==> src/rtl/swrl_pkg.sv <==
// Shared constants for the sliding window rate limiter.
`default_nettype none

package swrl_pkg;

    // Fixed field widths
    localparam int unsigned WINDOW_W = 32;
    localparam int unsigned LIMIT_W  = 5;
    localparam int unsigned COUNT_W  = 5;
    localparam int unsigned CFG_IDX_W = 1;

    // Configuration register indexes
    localparam logic [CFG_IDX_W-1:0] CFG_WINDOW_SECONDS = 1'd0;
    localparam logic [CFG_IDX_W-1:0] CFG_MAX_PER_WINDOW = 1'd1;

    // Register reset values
    localparam logic [WINDOW_W-1:0] WINDOW_RESET = 32'd60;
    localparam logic [LIMIT_W-1:0]  LIMIT_RESET  = 5'd5;

    // Sequencer state vector
    typedef logic [1:0] t_state;

endpackage : swrl_pkg

`default_nettype wire

==> src/rtl/sliding_window_rate_limiter.sv <==
// Sliding window log rate limiter: ring of grant times with a one-compare-per-cycle expiry sequencer.
// A request is registered, its cutoff is formed in ST_CUT, and ST_CHECK retires expired head entries before deciding.
// Requests are taken one at a time: o_in_stall holds while the sequencer is not idle.
//   Expiry uses the single head comparator, which retires one expired entry per cycle.
// Reset (synchronous, active low): ring empty, head and tail at zero, window 60 s, limit 5.
//   Ring storage is not cleared; only occupied entries are ever compared.
`default_nettype none

module sliding_window_rate_limiter
    import swrl_pkg::*;
#(
    parameter int unsigned MAX_ENTRIES = 16,
    parameter int unsigned TIME_WIDTH  = 40
) (
    input  wire logic                  i_clk,
    input  wire logic                  i_rst_n,
    // configuration write port
    input  wire logic                  i_cfg_we,
    input  wire logic [CFG_IDX_W-1:0]  i_cfg_index,
    input  wire logic [WINDOW_W-1:0]   i_cfg_wdata,
    // request channel
    input  wire logic                  i_in_valid,
    output logic                       o_in_stall,
    input  wire logic [TIME_WIDTH-1:0] i_now_seconds,
    // result channel
    output logic                       o_out_valid,
    input  wire logic                  i_out_stall,
    output logic                       o_granted,
    output logic [COUNT_W-1:0]         o_in_window_count
);

    localparam int unsigned IDX_W = (MAX_ENTRIES > 1) ? $clog2(MAX_ENTRIES) : 1;
    localparam int unsigned OCC_W = $clog2(MAX_ENTRIES + 1);
    localparam int unsigned CMP_W = (OCC_W > LIMIT_W) ? OCC_W : LIMIT_W;
    localparam int unsigned SUM_W = OCC_W + 1;

    // Sequencer codes
    localparam t_state ST_IDLE  = 2'd0;  // waiting for a request
    localparam t_state ST_CUT   = 2'd1;  // form cutoff, fetch head
    localparam t_state ST_CHECK = 2'd2;  // expire head or decide

    // Configuration
    logic [WINDOW_W-1:0]   r_window;
    logic [LIMIT_W-1:0]    r_limit;

    // Control
    t_state                r_state, n_state;
    logic [IDX_W-1:0]      r_head, n_head;
    logic [IDX_W-1:0]      r_tail, n_tail;
    logic [OCC_W-1:0]      r_occ, n_occ;
    logic                  r_out_valid;

    // Datapath
    logic [TIME_WIDTH-1:0] r_now;
    logic [TIME_WIDTH-1:0] r_cut;
    logic                  r_cut_ok;
    logic [TIME_WIDTH-1:0] r_rd;
    logic                  r_granted;
    logic [COUNT_W-1:0]    r_count;

    // Ring storage
    logic [TIME_WIDTH-1:0] mem [MAX_ENTRIES];

    logic                  in_take;
    logic                  out_take;
    logic                  pop;
    logic                  decide;
    logic                  grant;
    logic                  mem_we;
    logic [TIME_WIDTH-1:0] window_ext;
    logic [CMP_W-1:0]      limit_cfg;
    logic [CMP_W-1:0]      limit_eff;
    logic [CMP_W-1:0]      occ_ext;
    logic [CMP_W-1:0]      occ_after;
    logic [IDX_W-1:0]      head_inc;
    logic [IDX_W-1:0]      tail_inc;

    assign in_take    = i_in_valid && !o_in_stall;
    assign out_take   = r_out_valid && !i_out_stall;
    assign o_in_stall = (r_state != ST_IDLE);

    assign window_ext = TIME_WIDTH'(r_window);
    assign limit_cfg  = CMP_W'(r_limit);
    // limit is capped at the ring depth so the ring cannot overflow
    assign limit_eff  = (limit_cfg > CMP_W'(MAX_ENTRIES)) ? CMP_W'(MAX_ENTRIES) : limit_cfg;
    assign occ_ext    = CMP_W'(r_occ);

    assign head_inc = (r_head == IDX_W'(MAX_ENTRIES - 1)) ? '0 : r_head + 1'b1;
    assign tail_inc = (r_tail == IDX_W'(MAX_ENTRIES - 1)) ? '0 : r_tail + 1'b1;

    // Head expires when cutoff exists and head time is at or before it
    assign pop    = (r_state == ST_CHECK) && (r_occ != '0) && r_cut_ok && (r_rd <= r_cut);
    // Decide once nothing more expires and the result register can take the answer
    assign decide = (r_state == ST_CHECK) && !pop && (!r_out_valid || !i_out_stall);
    assign grant  = (occ_ext < limit_eff);
    assign mem_we = decide && grant;

    always_comb begin
        n_state   = r_state;
        n_head    = r_head;
        n_tail    = r_tail;
        n_occ     = r_occ;
        occ_after = occ_ext;
        case (r_state)
            ST_IDLE: begin
                if (in_take) begin
                    n_state = ST_CUT;
                end
            end
            ST_CUT: begin
                n_state = ST_CHECK;
            end
            ST_CHECK: begin
                if (pop) begin
                    n_head = head_inc;
                    n_occ  = r_occ - 1'b1;
                end else if (decide) begin
                    n_state = ST_IDLE;
                    if (grant) begin
                        n_tail    = tail_inc;
                        n_occ     = r_occ + 1'b1;
                        occ_after = occ_ext + 1'b1;
                    end
                end
            end
            default: begin
                n_state = ST_IDLE;
            end
        endcase
    end

    // Configuration registers
    always_ff @(posedge i_clk) begin
        if (!i_rst_n) begin
            r_window <= WINDOW_RESET;
            r_limit  <= LIMIT_RESET;
        end else if (i_cfg_we) begin
            case (i_cfg_index)
                CFG_WINDOW_SECONDS: r_window <= i_cfg_wdata;
                CFG_MAX_PER_WINDOW: r_limit  <= i_cfg_wdata[LIMIT_W-1:0];
                default: ;
            endcase
        end
    end

    // Control state
    always_ff @(posedge i_clk) begin
        if (!i_rst_n) begin
            r_state     <= ST_IDLE;
            r_head      <= '0;
            r_tail      <= '0;
            r_occ       <= '0;
            r_out_valid <= 1'b0;
        end else begin
            r_state <= n_state;
            r_head  <= n_head;
            r_tail  <= n_tail;
            r_occ   <= n_occ;
            if (decide) begin
                r_out_valid <= 1'b1;
            end else if (out_take) begin
                r_out_valid <= 1'b0;
            end
        end
    end

    // Datapath registers
    always_ff @(posedge i_clk) begin
        if (in_take) begin
            r_now <= i_now_seconds;
        end
        if (r_state == ST_CUT) begin
            // cutoff lies before time zero while now < window: nothing expires
            r_cut    <= r_now - window_ext;
            r_cut_ok <= (r_now >= window_ext);
        end
        if (decide) begin
            r_granted <= grant;
            r_count   <= occ_after[COUNT_W-1:0];
        end
    end

    // Ring: write at tail on grant, registered read of the next head
    always_ff @(posedge i_clk) begin
        if (mem_we) begin
            mem[r_tail] <= r_now;
        end
        r_rd <= mem[n_head];
    end

    assign o_out_valid       = r_out_valid;
    assign o_granted         = r_granted;
    assign o_in_window_count = r_count;

    // Ring bookkeeping check: tail always sits occupancy entries past head
    logic [SUM_W-1:0] chk_sum;
    logic [SUM_W-1:0] chk_wrap;
    assign chk_sum  = SUM_W'(r_head) + SUM_W'(r_occ);
    assign chk_wrap = (chk_sum >= SUM_W'(MAX_ENTRIES)) ? chk_sum - SUM_W'(MAX_ENTRIES)
                                                       : chk_sum;

    a_occ_bound: assert property (@(posedge i_clk) disable iff (!i_rst_n)
        r_occ <= OCC_W'(MAX_ENTRIES))
        else $error("occupancy exceeds ring depth");

    a_tail_track: assert property (@(posedge i_clk) disable iff (!i_rst_n)
        chk_wrap == SUM_W'(r_tail))
        else $error("tail pointer out of step with head and occupancy");

    a_pop_nonempty: assert property (@(posedge i_clk) disable iff (!i_rst_n)
        pop |-> (r_occ != '0))
        else $error("expiry from an empty ring");

    a_busy_after_take: assert property (@(posedge i_clk) disable iff (!i_rst_n)
        in_take |=> (o_in_stall && (r_state == ST_CUT)))
        else $error("request taken without entering the sequence");

    a_grant_count: assert property (@(posedge i_clk) disable iff (!i_rst_n)
        (decide && grant) |=> (r_occ == $past(r_occ) + 1'b1))
        else $error("grant did not record an entry");

endmodule : sliding_window_rate_limiter

`default_nettype wire
==> config.mk <==
export PLATFORM = sky130hd
export DESIGN_NAME = sliding_window_rate_limiter
export DESIGN_NICKNAME = d
export VERILOG_FILES = /design/src/rtl/swrl_pkg.sv /design/src/rtl/sliding_window_rate_limiter.sv
export SDC_FILE = /design/constraint.sdc
export NUM_CORES = 1
export LEC_CHECK = 0
export BUFFER_PORTS_ARGS = -buffer_cell sky130_fd_sc_hd__buf_2
export CORE_MARGIN = 4
export CORE_UTILIZATION = 40
export CTS_BUF_LIST = sky130_fd_sc_hd__clkbuf_4
export CTS_CLUSTER_DIAMETER = 150
export CTS_CLUSTER_SIZE = 30
export DETAILED_ROUTE_END_ITERATION = 6
export HOLD_SLACK_MARGIN = 0.1
export PLACE_DENSITY = 0.65
export SETUP_SLACK_MARGIN = 0.2
export SLEW_MARGIN = 0
export SYNTH_ARGS = -nofsm -noshare
export SYNTH_HDL_FRONTEND = slang
export SYNTH_SLANG_ARGS = --single-unit
==> constraint.sdc <==
create_clock -name i_clk -period 7.7 [get_ports i_clk]
set_input_delay 0.385 -clock i_clk [delete_from_list [all_inputs] [get_ports i_clk]]
set_output_delay 0.385 -clock i_clk [all_outputs]
set_load 0.005 [all_outputs]
# ---- After elaboration in Yosys (flattened, before gate mapping)
# Memories as Yosys holds them, arrays and structs flattened. A register that Yosys moved wholly into a read port is not among the register bits.
# Cells that the tools add are included.
dict set report word_totals {
  regBits 140
  latch_bits 0
  mem_bits_rw 640
  mem_bits_ro 0
  input_bits 78
  out_inout_bits 8
  word_cells 72
  memories 1
}
# name depth width read_ports rd_ports_with_merged_regs write_ports line_no
set memory_table {}
lappend memory_table {mem 16 40 1 1 1 sliding_window_rate_limiter.sv:62} ;# logic [TIME_WIDTH-1:0] mem [MAX_ENTRIES];
dict set report op_classes {
  add_sub_neg 5
  mul 0
  div_mod_pow 0
  magnitude_cmp 4
  n_eq_ne 7
  shifts 0
  muxes 18
  bitwise 2
  n_reduce_logical 23
}
# cell n
set op_table {}
lappend op_table {{greater-or-equal comparator 40 x 32 -> 1 bit} 1}
lappend op_table {{<= comparator 40 bit} 1}
lappend op_table {{subtractor 40 x 32 -> 40 bit} 1}
lappend op_table {{two-way mux 5 bit} 6}
lappend op_table {{two-way mux 4 bit} 4}
lappend op_table {{adder 4 x 1 -> 4 bit, second input constant} 2}
lappend op_table {{equality test 4 bit, second input constant} 2}
lappend op_table {{logical AND 1 bit} 8}
lappend op_table {{two-way mux 2 bit} 3}
lappend op_table {{inequality test 2 bit, second input constant} 3}
lappend op_table {{one-hot mux 2 bit (3 select lines)} 1}
lappend op_table {{AND reduction 2 bit} 3}
lappend op_table {{nonzero test 2 bit} 3}
lappend op_table {{adder 5 x 1 -> 5 bit, second input constant} 1}
lappend op_table {{> comparator 5 bit, second input constant} 1}
lappend op_table {{less-than comparator 5 bit} 1}
lappend op_table {{nonzero test 5 bit} 1}
lappend op_table {{subtractor 5 x 1 -> 5 bit, second input constant} 1}
lappend op_table {{zero test 1 bit} 4}
lappend op_table {{two-way mux 1 bit} 4}
lappend op_table {{AND reduction 4 bit} 1}
lappend op_table {{AND reduction 3 bit} 1}
lappend op_table {{equality test 2 x 1 -> 1 bit, second input constant} 1}
lappend op_table {{equality test 2 bit, second input constant} 1}
lappend op_table {{3 further kinds} 4}

# ---- Longest topological paths before layout
# Gate-level depths: netlist of run 1.
dict set report logic_depth {
  word_depth 10
  mapped_depth 14
  mapped_depth_nobuf 13
}

# ---- Worst setup path after synthesis of run 1
# No wires, ideal clock.
dict set report synth_timing {
  path_kind {reg-to-reg}
  start {register r_cut[38]}
  end {memory mem[3][0], enable pin}
  setup_ns 0.487
  t_arrival_ns 5.289
  required_time_ns 7.213
  setup_slack_ns 1.924
  stages_incl_launch_ff 14
  n_path_buf 2
  synth_period_minus_slack_ns 5.776
  path_cell_list {edfxtp_1 -> inv_1 -> ha_1 -> nand4_2 -> nor4_4 -> nand3_1 -> a21oi_1 -> o21ai_1 -> nand3_4 -> clkbuf_1 -> and3_1 -> clkbuf_1 -> nand2_1 -> nor3_1}
}
dict set report synth_between {
  elab_chain_len 8
}
# item line_no
set synth_lines {}
lappend synth_lines {{start: declaration} sliding_window_rate_limiter.sv:55} ;# logic [TIME_WIDTH-1:0] r_cut;
lappend synth_lines {{start signal: assignment} sliding_window_rate_limiter.sv:174} ;# r_cut <= r_now - window_ext;
lappend synth_lines {{<= comparator 40 bit} sliding_window_rate_limiter.sv:92} ;# assign pop = (r_state == ST_CHECK) && (r_occ != '0) && r_cut_ok && (r_rd <= r_cut);
lappend synth_lines {{logical AND 1 bit} sliding_window_rate_limiter.sv:92}
lappend synth_lines {{zero test 1 bit} sliding_window_rate_limiter.sv:94} ;# assign decide = (r_state == ST_CHECK) && !pop && (!r_out_valid || !i_out_stall);
lappend synth_lines {{logical AND 1 bit (2 in series)} sliding_window_rate_limiter.sv:94}
lappend synth_lines {{logical AND 1 bit} sliding_window_rate_limiter.sv:96} ;# assign mem_we = decide && grant;
lappend synth_lines {{two-way mux 1 bit} sliding_window_rate_limiter.sv:185} ;# if (mem_we) begin
lappend synth_lines {{two-way mux 1 bit (not written as such)} sliding_window_rate_limiter.sv:186} ;# mem[r_tail] <= r_now;
lappend synth_lines {{end: declaration} sliding_window_rate_limiter.sv:62}
# No other way between the ends.

# ---- Worst setup path in the final report of run 1
dict set report layout_timing {
  start {register r_cut[35]}
  end {register r_rd[13] (read register of mem)}
}
dict set report layout_between {
  elab_chain_len 4
}
# item line_no
set layout_lines {}
lappend layout_lines {{<= comparator 40 bit} sliding_window_rate_limiter.sv:92}
lappend layout_lines {{logical AND 1 bit} sliding_window_rate_limiter.sv:92}
lappend layout_lines {{two-way mux 4 bit} sliding_window_rate_limiter.sv:114} ;# if (pop) begin
lappend layout_lines {{two-way mux 4 bit} sliding_window_rate_limiter.sv:104} ;# case (r_state)
lappend layout_lines {{end: declaration} sliding_window_rate_limiter.sv:57} ;# logic [TIME_WIDTH-1:0] r_rd;
# No other way between the ends.
# A chain may end at the register's enable or synchronous reset.

==> Implementation_results.wiki, run 1 <==
{| class="wikitable"
! Metric !! Value
|-
| Run status || finished clean
|-
| Design Power || 6.97 mW
|-
| Die span in y || 295 µm
|-
| Startpoint of the lowest-slack hold path || i_cfg_wdata[1]
|-
| Syn Inst Count || between 1.5k and 2k
|-
| Number of clock buffers inserted by TritonCTS || 31
|-
| Required time reported for the critical path endpoint || 8.70 ns
|-
| Initial antenna violation count || 3
|-
| Static leakage || 12.5 nW
|-
| Placed Area || 34700 µm²
|-
| Simple-gate share of the synthesized area || 0.0402
|-
| Final layout net count || 2236
|-
| CTS HTree Levels || 1
|-
| Placement Rows || approximately 100
|-
| Net Count, Synth || 1985
|-
| Area share of fa/ha/maj cells after synthesis || 0.0322
|-
| Max_cap viols || 0
|-
| Die span in x || between 200 and 300 µm
|-
| CTS root buf || sky130_fd_sc_hd__clkbuf_4
|-
| Cells after DPL || between 2k and 3k
|-
| Utilization of the core after routing || 0.456
|-
| Tmin final || 5.36 ns
|-
| Register-to-register setup slack || 2.34 ns
|-
| Wire length of the first global-routing pass || about 110000 µm
|-
| End of the worst register-to-register path || r_rd[13]$_DFF_P_
|-
| Relative slew margins || 0.209
|-
| Total Routed Length || roughly 77000 µm
|-
| Multiplexer share of the synthesized area || 0.112
|-
| Ratio of routed vias to standard cells || between 5 and 6
|-
| Setup violators final || 0
|-
| Hold slack final || 0.190 ns
|-
| Buffer levels on the longest clock path || 3
|-
| Maximum single-stage delay on the critical path || between 0.9 and 1 ns
|-
| Slowest-stage cell, CP || sky130_fd_sc_hd__nor2_4
|-
| Ranking of synthesized cells by area || sky130_fd_sc_hd__edfxtp_1 66%, sky130_fd_sc_hd__mux4_2 11%, sky130_fd_sc_hd__dfxtp_1 5.7%
|-
| Largest net degree at the start of global routing || 162
|-
| CTS clk-pin slew, worst paths || 0.32 ns
|-
| Buf/Inv on CP || 2
|-
| Minimum setup slack in the final design || approximately 2.3 ns
|-
| Largest driver fanout on the critical path || 27
|-
| Number of clock sinks || between 800 and 900
|-
| Number of max-slew violations in the final report || 0
|-
| Netlist cell types || 66
|-
| Worst r2r src || r_cut[35]$_DFFE_PN_
|-
| Area enclosed by the die boundary || 86800 µm²
|-
| Share of the synthesized area in the top cell type || 0.664
|-
| DR DRC count || 0
|-
| Cell Chain, Critical Path || inv_1 -> ha_1 -> nand4_1 -> nor4_4 -> nand3_1 -> or3_4 -> o21ai_1 -> nand3_4 -> o31ai_1 -> nand2_1 -> nor2_4 -> buf_4 -> a221o_1
|-
| Type of destination of the critical path || register
|-
| Register bit count reported by yosys || about 800
|-
| Synthesized-area fraction occupied by ao, oa, aoi and oai cells || 0.0617
|-
| Clock Latency Late Sink || 1.03 ns
|-
| Main flop type after synthesis || sky130_fd_sc_hd__edfxtp_1
|-
| Initial DRT Pass Iterations || 5
|-
| Largest vdd supply drop || around 0.00011 V
|-
| Sequential element share of the synthesized area || 0.721
|-
| Clock skew after layout || 0.110 ns
|-
| Fillcell total || 6917
|-
| Combinational family with the most area after synthesis || multiplexers
|-
| Setup crit start kind || register
|-
| Category of the critical setup timing path || reg2reg
|-
| GP Congestion || 0.839
|-
| Final antenna-violating net count || 0
|-
| Number of non-filler instances in the completed layout || ~3.2k
|-
| Mean cell area of the mapped netlist || 18.0 µm²
|-
| Yosys top cell by area || sky130_fd_sc_hd__edfxtp_1
|-
| Number of ports placed on the die boundary || 86
|-
| Fmax || 186 MHz
|-
| Mapped cell area || 32900 µm²
|-
| Hold/Removal Path Class || in2reg
|-
| Share of cells above drive strength 1 || 0.179
|-
| Overall routing resource usage || 0.174
|-
| Post-synthesis share of cell area spent on xor and xnor gates || 0.0112
|-
| Initial cell density of the core || 0.406
|-
| Count of synthesis-stage warnings from yosys || 0
|-
| Final hold violations || 0
|-
| Finished layout cell area || 36900 µm²
|-
| Path depth of the worst reg2reg path || 13
|-
| CTS tree || yes
|-
| Count leader, synth || sky130_fd_sc_hd__edfxtp_1
|-
| First-iteration detailed-routing DRC count || 1817
|-
| Layout-stage area growth over the synthesis result || 12.3%
|-
| Dominant delay contributor by cell family on the critical path || simple AND/OR/NAND/NOR gates
|-
| Via count || 17.4k
|-
| Setup repair after global routing missed its margin || false
|-
| Cell Pwr Density || approximately 190 nW/µm²
|-
| Transition time of the tightest slew-check pin || 1.18 ns
|-
| Sum Neg Setup Slack || 0 ns
|-
| Area of the core region || ~81000 µm²
|-
| Total congestion overflow || 0
|-
| Routed length per placed instance || 24.2 µm
|-
| Number of enable-type register cells in the synthesized netlist || 727
|-
| Estimated wirelength of the detail-placed design || 44200 µm
|-
| Depth of the worst hold-timing path || 4
|-
| Crit share post-route || 0.696
|-
| Buffers on Ports || 85
|-
| Commonest cells in the synthesized netlist || 727 x sky130_fd_sc_hd__edfxtp_1, 160 x sky130_fd_sc_hd__mux4_2, 117 x sky130_fd_sc_hd__nand2_1, 93 x sky130_fd_sc_hd__dfxtp_1, 93 x sky130_fd_sc_hd__inv_1
|-
| Worst hold endpoint || limit_cfg[1]$_SDFFE_PN0P_
|-
| Data arrival at the endpoint of the critical path || 6.37 ns
|-
| Pre-CTS worst setup slack || around 2.3 ns
|-
| FFs w/ async S/R, synth || 0
|-
| Via count of the first global-routing pass || 17.8k
|}
[power by group]
part | leakage, nW | internal, mW | switching (mW)
Clock | 0.267 | 0.323 | 1.23
Combinational | 4.86 | 0.201 | 0.224
Sequential | 7.34 | 4.92 | 0.0779
Total | 12.5 | 5.44 | 1.53
[state kept, by name (all words and copies together), names as in the netlist]
register / cells
mem: 640
r_cut: 40
r_now: 40
r_rd: 40
r_window: 32
limit_cfg: 5
o_in_window_count: 5
occ_ext: 5
r_head: 4
r_tail: 4
r_state: 2
o_granted: 1
o_out_valid: 1
r_cut_ok: 1
[per-layer routing]
| metal | vias to the layer above | track usage | share of wire |
|---|---|---|---|
| li1 | 7705 | - | - |
| met1 | 9123 | 0.250 | 0.44 |
| met2 | 545 | 0.296 | 0.49 |
| met3 | 61 | 0.0160 | 0.058 |
| met4 | 0 | 0.0274 | 0.013 |
| met5 | - | 0 | 0 |
[area by class of cell]
cell class | count | area, µm² | area share
well taps | 1060 | 1330 | 0.0359
repair buffers | 291 | 2440 | 0.0661
multi-input cells | 837 | 8640 | 0.234
clock inverters | 2 | 23.8 | 0.000644
flip-flops and latches | 820 | 23700 | 0.642
inverters | 93 | 349 | 0.00946
diodes | 3 | 7.51 | 0.000203
clock buffers | 55 | 413 | 0.0112
[tightest hold or removal path, cell delays in order]
cell                            delay (ns)
sky130_fd_sc_hd__dlygate4sd3_1        0.54
sky130_fd_sc_hd__buf_2                0.13
sky130_fd_sc_hd__nand3_1              0.07
sky130_fd_sc_hd__a21boi_0             0.07
[cells in the final DEF (no fill, tap or decap), types with 15 or more instances in the layout]
master                          Yosys  layout
sky130_fd_sc_hd__buf_4              5      32
sky130_fd_sc_hd__a21o_1            31      31
sky130_fd_sc_hd__nor2_1            41      26
sky130_fd_sc_hd__xnor2_1           28      28
sky130_fd_sc_hd__clkbuf_4           5      55
sky130_fd_sc_hd__a21oi_1           53      51
sky130_fd_sc_hd__a22o_1            40      40
sky130_fd_sc_hd__dlygate4sd3_1      0     171
sky130_fd_sc_hd__nand4_1           17      17
sky130_fd_sc_hd__buf_2             19      85
sky130_fd_sc_hd__mux4_2           160     160
sky130_fd_sc_hd__a21boi_0          37      37
sky130_fd_sc_hd__edfxtp_1         727     727
sky130_fd_sc_hd__nor2_4             0      15
sky130_fd_sc_hd__inv_1             93      93
sky130_fd_sc_hd__a221o_1           42      42
sky130_fd_sc_hd__nand2_1          117     117
sky130_fd_sc_hd__ha_1              83      83
sky130_fd_sc_hd__nand3_1           21      21
sky130_fd_sc_hd__o21ai_0           28      28
sky130_fd_sc_hd__dfxtp_1           93      93
[what timing repair did]
action,in CTS,in global routing
setup buffers,0,0
setup endpoints to repair,0,0
endpoints found under the hold margin,93,0
resized for setup,0,0
hold buffers,171,0
[worst max-delay path by stage]
stage                                    from                   to  cells past startpoint
final                     r_cut[35]$_DFFE_PN_     r_rd[13]$_DFF_P_                     13
after global routing      r_cut[34]$_DFFE_PN_     r_rd[21]$_DFF_P_                     13
after CTS                 r_cut[35]$_DFFE_PN_     r_rd[21]$_DFF_P_                     13
after detailed placement  r_cut[35]$_DFFE_PN_     r_rd[13]$_DFF_P_                     13
after global placement    r_cut[34]$_DFFE_PN_     r_rd[13]$_DFF_P_                     13
after floorplan           r_cut[38]$_DFFE_PN_  mem[3][0]$_DFFE_PP_                     13
[cells by family after synthesis]
logic type / Yosys count
AO/OA/AOI/OAI: 273
flip-flops: 820
buffers and inverters: 166
multiplexers: 167
AND/OR/NAND/NOR: 271
XOR/XNOR: 42
adder cells (fa/ha/maj): 84
(Power assumes the default switching activity.)
==> inputs of run 2 (changes only) <==
==> constraint.sdc (replaced) <==
create_clock -name i_clk -period 5.22 [get_ports i_clk]
set_input_delay 0.261 -clock i_clk [delete_from_list [all_inputs] [get_ports i_clk]]
set_output_delay 0.261 -clock i_clk [all_outputs]
set_load 0.005 [all_outputs]
==> run 2 against run 1 <==
Effect of this change:
- register-to-register slack worse by 1.8 ns
- setup slack got worse by 1.8 ns
- wire length fell by 2.8%
- global-route usage decreased by 0.29 points
- worst hold slack improved by 0.045 ns
- critical path type unchanged
==> Implementation_results.wiki, run 2 (same netlist as run 1, synthesis figures left out) <==
{| class="wikitable"
! Metric !! Value
|-
| Total area of multi-input combinational cells || 8670 µm²
|-
| Die span in x || 295 µm
|-
| Sum Neg Setup Slack || 0 ns
|-
| Commonest non-fill, non-tap cells in the layout || 727 x sky130_fd_sc_hd__edfxtp_1, 183 x sky130_fd_sc_hd__dlygate4sd3_1, 160 x sky130_fd_sc_hd__mux4_2, 117 x sky130_fd_sc_hd__nand2_1
|-
| Pre-CTS worst setup slack || between 0.6 and 0.7 ns
|-
| Run status || finished clean
|-
| Via count || roughly 17k
|-
| Path depth of the worst reg2reg path || 13
|-
| Type of destination of the critical path || register
|-
| Buffers on Ports || 85
|-
| Number of clock sinks || 820
|-
| Hold buffer count at cts || about 180
|-
| CTS clk-pin slew, worst paths || 0.30 ns
|-
| Total congestion overflow || 0
|-
| Initial antenna violation count || 4
|-
| Number of clock buffers inserted by TritonCTS || 31
|-
| Clock skew after layout || 0.0493 ns
|-
| CTS HTree Levels || 1
|-
| Most common cell after layout, fill and taps aside || sky130_fd_sc_hd__edfxtp_1
|-
| Hold/Removal Path Class || in2reg
|-
| Via count of the first global-routing pass || 17.8k
|-
| Fillcell total || ~6.9k
|-
| Cell Chain, Critical Path || inv_1 -> ha_1 -> fa_1 -> nor2b_1 -> o21ai_0 -> a21boi_0 -> o2111ai_1 -> a21boi_0 -> o21ai_0 -> and4_1 -> nor4_1 -> o21ai_0 -> mux2_2
|-
| DR DRC count || 0
|-
| Slowest-stage cell, CP || sky130_fd_sc_hd__edfxtp_1
|-
| Clock Latency Late Sink || 0.96 ns
|-
| Worst r2r src || r_now[0]$_DFFE_PP_
|-
| Number of instances resized during post-cts repair || 0
|-
| CTS root buf || sky130_fd_sc_hd__clkbuf_4
|-
| Ratio of routed vias to standard cells || 5.47
|-
| Cell Pwr Density || 274 nW/µm²
|-
| Minimum setup slack in the final design || between 0.5 and 0.6 ns
|-
| Number of ports placed on the die boundary || between 80 and 90
|-
| Setup violators final || 0
|-
| Layout-stage area growth over the synthesis result || 13.7%
|-
| Largest net degree at the start of global routing || 73
|-
| Flip-flop count of the largest register after layout || 640
|-
| Most prevalent standard cell on the critical path || sky130_fd_sc_hd__o21ai_0
|-
| Overall routing resource usage || 0.171
|-
| Fmax || between 200 and 250 MHz
|-
| Final hold violations || 0
|-
| Startpoint of the lowest-slack hold path || i_out_stall
|-
| Area of the core region || ~81000 µm²
|-
| Number of max-slew violations in the final report || 0
|-
| Max_cap viols || 0
|-
| Setup repair after global routing missed its margin || false
|-
| Register-to-register setup slack || 0.52 ns
|-
| Transition time of the tightest slew-check pin || 1.16 ns
|-
| Largest vdd supply drop || 0.000182 V
|-
| Placement Rows || 104
|-
| Maximum single-stage delay on the critical path || around 0.8 ns
|-
| Post-CTS setup buffer count || 0
|-
| End of the worst register-to-register path || r_cut[38]$_DFFE_PN_
|-
| Initial DRT Pass Iterations || 5
|-
| Die span in y || 295 µm
|-
| Buffer levels on the longest clock path || 3
|-
| Setup crit start kind || register
|-
| Register bank with the most flops || mem
|-
| Static leakage || 12.6 nW
|-
| Routed length per placed instance || between 20 and 25 µm
|-
| Total Routed Length || around 75000 µm
|-
| CTS tree || yes
|-
| Initial cell density of the core || 0.406
|-
| Relative slew margins || 0.222
|-
| Tmin final || 4.70 ns
|-
| Required time reported for the critical path endpoint || slightly below 6 ns
|-
| Data arrival at the endpoint of the critical path || 5.44 ns
|-
| Final layout net count || 2263
|-
| GP Congestion || 0.782
|-
| Category of the critical setup timing path || reg2reg
|-
| Area taken by flip-flops and latches || approximately 24000 µm²
|-
| Launching element of the worst setup path || r_now[0]$_DFFE_PP_
|-
| Wire length of the first global-routing pass || 112000 µm
|-
| Area enclosed by the die boundary || slightly below 90000 µm²
|-
| First-iteration detailed-routing DRC count || about 1.7k
|-
| Estimated wirelength of the detail-placed design || 44300 µm
|-
| Crit share post-route || 0.901
|-
| Critical path destination || r_cut[38]$_DFFE_PN_
|-
| Share of cells above drive strength 1 || 0.184
|-
| Final antenna-violating net count || 0
|-
| Largest driver fanout on the critical path || 17
|}
-- run 2: report_power, final --
group | leakage, nW | total (mW) | internal (mW) | switching [mW]
clock | 0.264 | 2.25 | 0.469 | 1.78
combinational | 5.04 | 0.632 | 0.303 | 0.329
sequential | 7.34 | 7.37 | 7.25 | 0.113
-- run 2: critical path, delay by kind of cell (launching register included) --
kind | cells | cell delay (ns)
AOI/OAI and AO/OA | 6 | 1.74
and+or+nand+nor | 3 | 0.89
DFF | 1 | 0.80
adders and majority gates | 2 | 0.63
muxes | 1 | 0.32
buffers and inverters | 1 | 0.10
-- run 2: stage by stage --
step | utilization | total power [mW] | cell area [µm²] | std cells | hold WS (ns)
2_1_floorplan | - | 7.81 | 32900 | 1823 | 0.360
3_3_place_gp | 0.433 | 8.01 | 35100 | 2945 | 0.438
3_5_place_dp | 0.433 | 8.04 | 35100 | 2945 | 0.439
4_1_cts | 0.461 | 10.3 | 37300 | 3185 | 0.125
5_1_grt | 0.461 | 10.6 | 37300 | 3188 | 0.200
6_report | 0.461 | 10.2 | 37300 | 3188 | 0.236
-- run 2: worst min-delay path by stage --
stage	endpoint	cells past startpoint	slack, ns
5_1_grt	r_state[1]$_SDFFE_PN0P_	4	0.20
3_5_place_dp	r_now[34]$_DFFE_PP_	1	0.44
6_report	r_state[1]$_SDFFE_PN0P_	4	0.24
2_1_floorplan	r_now[0]$_DFFE_PP_	0	0.36
4_1_cts	r_state[1]$_SDFFE_PN0P_	4	0.13
3_3_place_gp	r_now[16]$_DFFE_PP_	1	0.44
-- run 2: layout make-up --
type | instances | share of cell area
diodes | 3 | 0.000201
well taps | 1060 | 0.0355
repair buffers | 318 | 0.0769
inverters | 93 | 0.00935
clock buffers | 54 | 0.0109
clock inverters | 3 | 0.000704
flip-flops and latches | 820 | 0.634
multi-input cells | 837 | 0.232
-- run 2: routing by layer --
layer  part of all wire  track usage
met5            0.00017            0
met1               0.44        0.249
met2               0.48        0.285
met4              0.011       0.0216
met3              0.067       0.0231
==> inputs of run 3 (changes only) <==
--- a/config.mk
+++ b/config.mk
@@ -6,6 +6,8 @@
 export NUM_CORES = 1
 export LEC_CHECK = 0
 export BUFFER_PORTS_ARGS = -buffer_cell sky130_fd_sc_hd__buf_2
+export CELL_PAD_IN_SITES_DETAIL_PLACEMENT = 0
+export CELL_PAD_IN_SITES_GLOBAL_PLACEMENT = 1
 export CORE_MARGIN = 4
 export CORE_UTILIZATION = 40
 export CTS_BUF_LIST = sky130_fd_sc_hd__clkbuf_4
@@ -13,7 +15,7 @@
 export CTS_CLUSTER_SIZE = 30
 export DETAILED_ROUTE_END_ITERATION = 6
 export HOLD_SLACK_MARGIN = 0.1
-export PLACE_DENSITY = 0.65
+export PLACE_DENSITY = 0.74
 export SETUP_SLACK_MARGIN = 0.2
 export SLEW_MARGIN = 0
 export SYNTH_ARGS = -nofsm -noshare
==> constraint.sdc (replaced) <==
create_clock -name i_clk -period 4.23 [get_ports i_clk]
set_input_delay 0.2115 -clock i_clk [delete_from_list [all_inputs] [get_ports i_clk]]
set_output_delay 0.2115 -clock i_clk [all_outputs]
set_load 0.005 [all_outputs]
==> run 3 against run 2 <==
Effect of this change:
- first-iteration DRC count decreased by 3.5%
- sequential share of layout area decreased by 2.6 points
- utilization is 2.0 points higher
- design area increased by 4.3%
- cell count increased by 3.9%
- wire length up 5.9%
- global-route usage increased by 0.86 points
- register-to-register slack worse by 0.28 ns
- non-clock buffer count increased by 125
- sequential power is 23% higher
- critical path type unchanged
==> Implementation_results.wiki, run 3 (same netlist as run 1, synthesis figures left out) <==
{| class="wikitable"
! Metric !! Value
|-
| Overall routing resource usage || 0.180
|-
| Register bank with the most flops || mem
|-
| Sw frac || 0.218
|-
| Setup repair after global routing missed its margin || true
|-
| Utilization of the core after routing || 0.481
|-
| Net switching power figure || 2.77 mW
|-
| Placement Rows || 104
|-
| Data arrival at the endpoint of the critical path || a little under 5 ns
|-
| Run status || finished clean
|-
| Initial DRT Pass Iterations || 7
|-
| First-iteration detailed-routing DRC count || ~1.6k
|-
| Minimum setup slack in the final design || around 0.23 ns
|-
| Share of cells above drive strength 1 || 0.217
|-
| DR DRC count || 0
|-
| Static leakage || 13.4 nW
|-
| CTS HTree Levels || 1
|-
| Number of ports placed on the die boundary || 86
|-
| Most common cell after layout, fill and taps aside || sky130_fd_sc_hd__edfxtp_1
|-
| Final antenna-violating net count || 0
|-
| Die span in y || 295 µm
|-
| Cells after DPL || 3020
|-
| GP Congestion || 0.824
|-
| Hold/Removal Path Class || in2reg
|-
| Combinational fraction of design power || 0.068
|-
| Fillcell total || between 6k and 7k
|-
| Clock Latency Late Sink || just under 1 ns
|-
| Design internal power || 9.96 mW
|-
| Sum Neg Setup Slack || 0 ns
|-
| Transition time of the tightest slew-check pin || 1.03 ns
|-
| Largest vdd supply drop || 0.000225 V
|-
| Crit share post-route || 0.945
|-
| Largest driver fanout on the critical path || 9
|-
| Max_cap viols || 0
|-
| Tmin final || around 4 ns
|-
| CTS tree || yes
|-
| Area of the core region || 80900 µm²
|-
| Relative slew margins || 0.311
|-
| CTS root buf || sky130_fd_sc_hd__clkbuf_4
|-
| Via count || around 18k
|-
| Design Power || about 13 mW
|-
| Final hold violations || 0
|-
| Layout-stage area growth over the synthesis result || 18.6%
|-
| Initial antenna violation count || 4
|-
| Type of destination of the critical path || register
|-
| Commonest non-fill, non-tap cells in the layout || 727 x sky130_fd_sc_hd__edfxtp_1, 218 x sky130_fd_sc_hd__dlygate4sd3_1, 160 x sky130_fd_sc_hd__mux4_2, 116 x sky130_fd_sc_hd__nand2_1, 93 x sky130_fd_sc_hd__inv_1
|-
| Clock skew after layout || approximately 0.12 ns
|-
| Wire length of the first global-routing pass || 118000 µm
|-
| Cell Pwr Density || 327 nW/µm²
|-
| Routed length per placed instance || 23.8 µm
|-
| Pre-CTS worst setup slack || about 0.24 ns
|-
| Final layout net count || 2388
|-
| Largest net degree at the start of global routing || 54
|-
| CTS clk-pin slew, worst paths || 0.30 ns
|-
| Category of the critical setup timing path || reg2reg
|-
| Clock network fraction of total power || 0.220
|-
| Ratio of routed vias to standard cells || 5.47
|-
| Fmax || 250 MHz
|-
| Buffers on Ports || 85
|-
| Number of clock buffers inserted by TritonCTS || 31
|-
| Via count of the first global-routing pass || ~18k
|-
| Total Routed Length || ~79000 µm
|-
| Required time reported for the critical path endpoint || 5.09 ns
|-
| Flip-flop count of the largest register after layout || 640
|-
| Area enclosed by the die boundary || between 80000 and 90000 µm²
|-
| Initial cell density of the core || 0.406
|-
| Setup violators final || 0
|-
| Estimated wirelength of the detail-placed design || 47900 µm
|-
| Number of max-slew violations in the final report || 0
|-
| Sequential power share || 0.713
|-
| Number of clock sinks || 820
|-
| Number of non-filler instances in the completed layout || ~3.3k
|-
| Buffer levels on the longest clock path || 3
|-
| Setup crit start kind || register
|-
| Die span in x || between 200 and 300 µm
|-
| Total congestion overflow || 0
|}
## run 3: changes by cell type in the layout (fill, tap and decap cells not counted), sizes merged
cell	delta
buf	+86
dlygate4sd3	+35
clkbuf	+6
inv	-2
## run 3: path summary, 6_finish.rpt
kind	slack (ns)	from	to	cells past startpoint
setup / recovery	0.23	r_cut[34]$_DFFE_PN_	r_rd[3]$_DFF_P_	15
hold / removal	0.23	i_cfg_we	limit_cfg[1]$_SDFFE_PN0P_	5
setup reg to reg	0.23	r_cut[34]$_DFFE_PN_	r_rd[3]$_DFF_P_	15
hold reg to reg	0.49	limit_cfg[0]$_SDFFE_PN1P_	limit_cfg[0]$_SDFFE_PN1P_	2
## run 3: power groups by stage
stage	logic (mW)	registers (mW)	clock network (mW)
after floorplan	0.436	9.21	0
after global placement	0.689	9.24	0
after detailed placement	0.703	9.25	0
after CTS	0.854	9.07	2.90
after global routing	0.954	9.09	3.17
final	0.862	9.07	2.80
## run 3: through the flow
step | hold slack [ns] | instance area [µm²]
after floorplan | 0.310 | 32900
after global placement | 0.389 | 36000
after detailed placement | 0.390 | 36000
after CTS | 0.111 | 38700
after global routing | 0.190 | 39000
final | 0.227 | 39000
## run 3: timing repair
item / CTS / global route
setup buffers: 2 / 5
hold endpoints to repair: 129 / 0
gates resized for setup: 7 / 15
hold buffers: 218 / 0
pin swaps: 7 / 7
cloned: 3 / 5
setup endpoints to repair: 21 / 197
## run 3: layout make-up
type	instances	area, µm²	area share
Multi-Input combinational cell	837	8720	0.224
Clock inverter	1	20.0	0.000514
Tap cell	1060	1330	0.0340
Sequential cell	820	23700	0.608
Timing Repair Buffer	443	4430	0.114
Clock buffer	56	420	0.0108
Inverter	93	349	0.00896
Antenna cell	3	7.51	0.000193
## run 3: metal layers
layer | wire length [µm] | part of all wire | up-vias | global-route usage
met2 | 38500 | 0.49 | 551 | 0.303
met1 | 34800 | 0.44 | 9476 | 0.264
li1 | - | - | 8020 | -
met5 | 34 | 0.00043 | - | 0
met3 | 4610 | 0.058 | 63 | 0.0152
met4 | 947 | 0.012 | 4 | 0.0251
## run 3: critical path, stage by stage (launching register included)
cell and delay [ns]:
sky130_fd_sc_hd__edfxtp_1 0.40, sky130_fd_sc_hd__inv_1 0.04, sky130_fd_sc_hd__ha_1 0.28, sky130_fd_sc_hd__nand4_1 0.21, sky130_fd_sc_hd__nor4_4 0.38, sky130_fd_sc_hd__nand3_2 0.15, sky130_fd_sc_hd__or3_4 0.38, sky130_fd_sc_hd__a31oi_4 0.18
sky130_fd_sc_hd__nand3_4 0.11, sky130_fd_sc_hd__mux2i_4 0.27, sky130_fd_sc_hd__buf_12 0.24, sky130_fd_sc_hd__buf_4 0.17, sky130_fd_sc_hd__clkbuf_16 0.16, sky130_fd_sc_hd__mux4_2 0.49, sky130_fd_sc_hd__a22o_1 0.18, sky130_fd_sc_hd__a221o_1 0.25
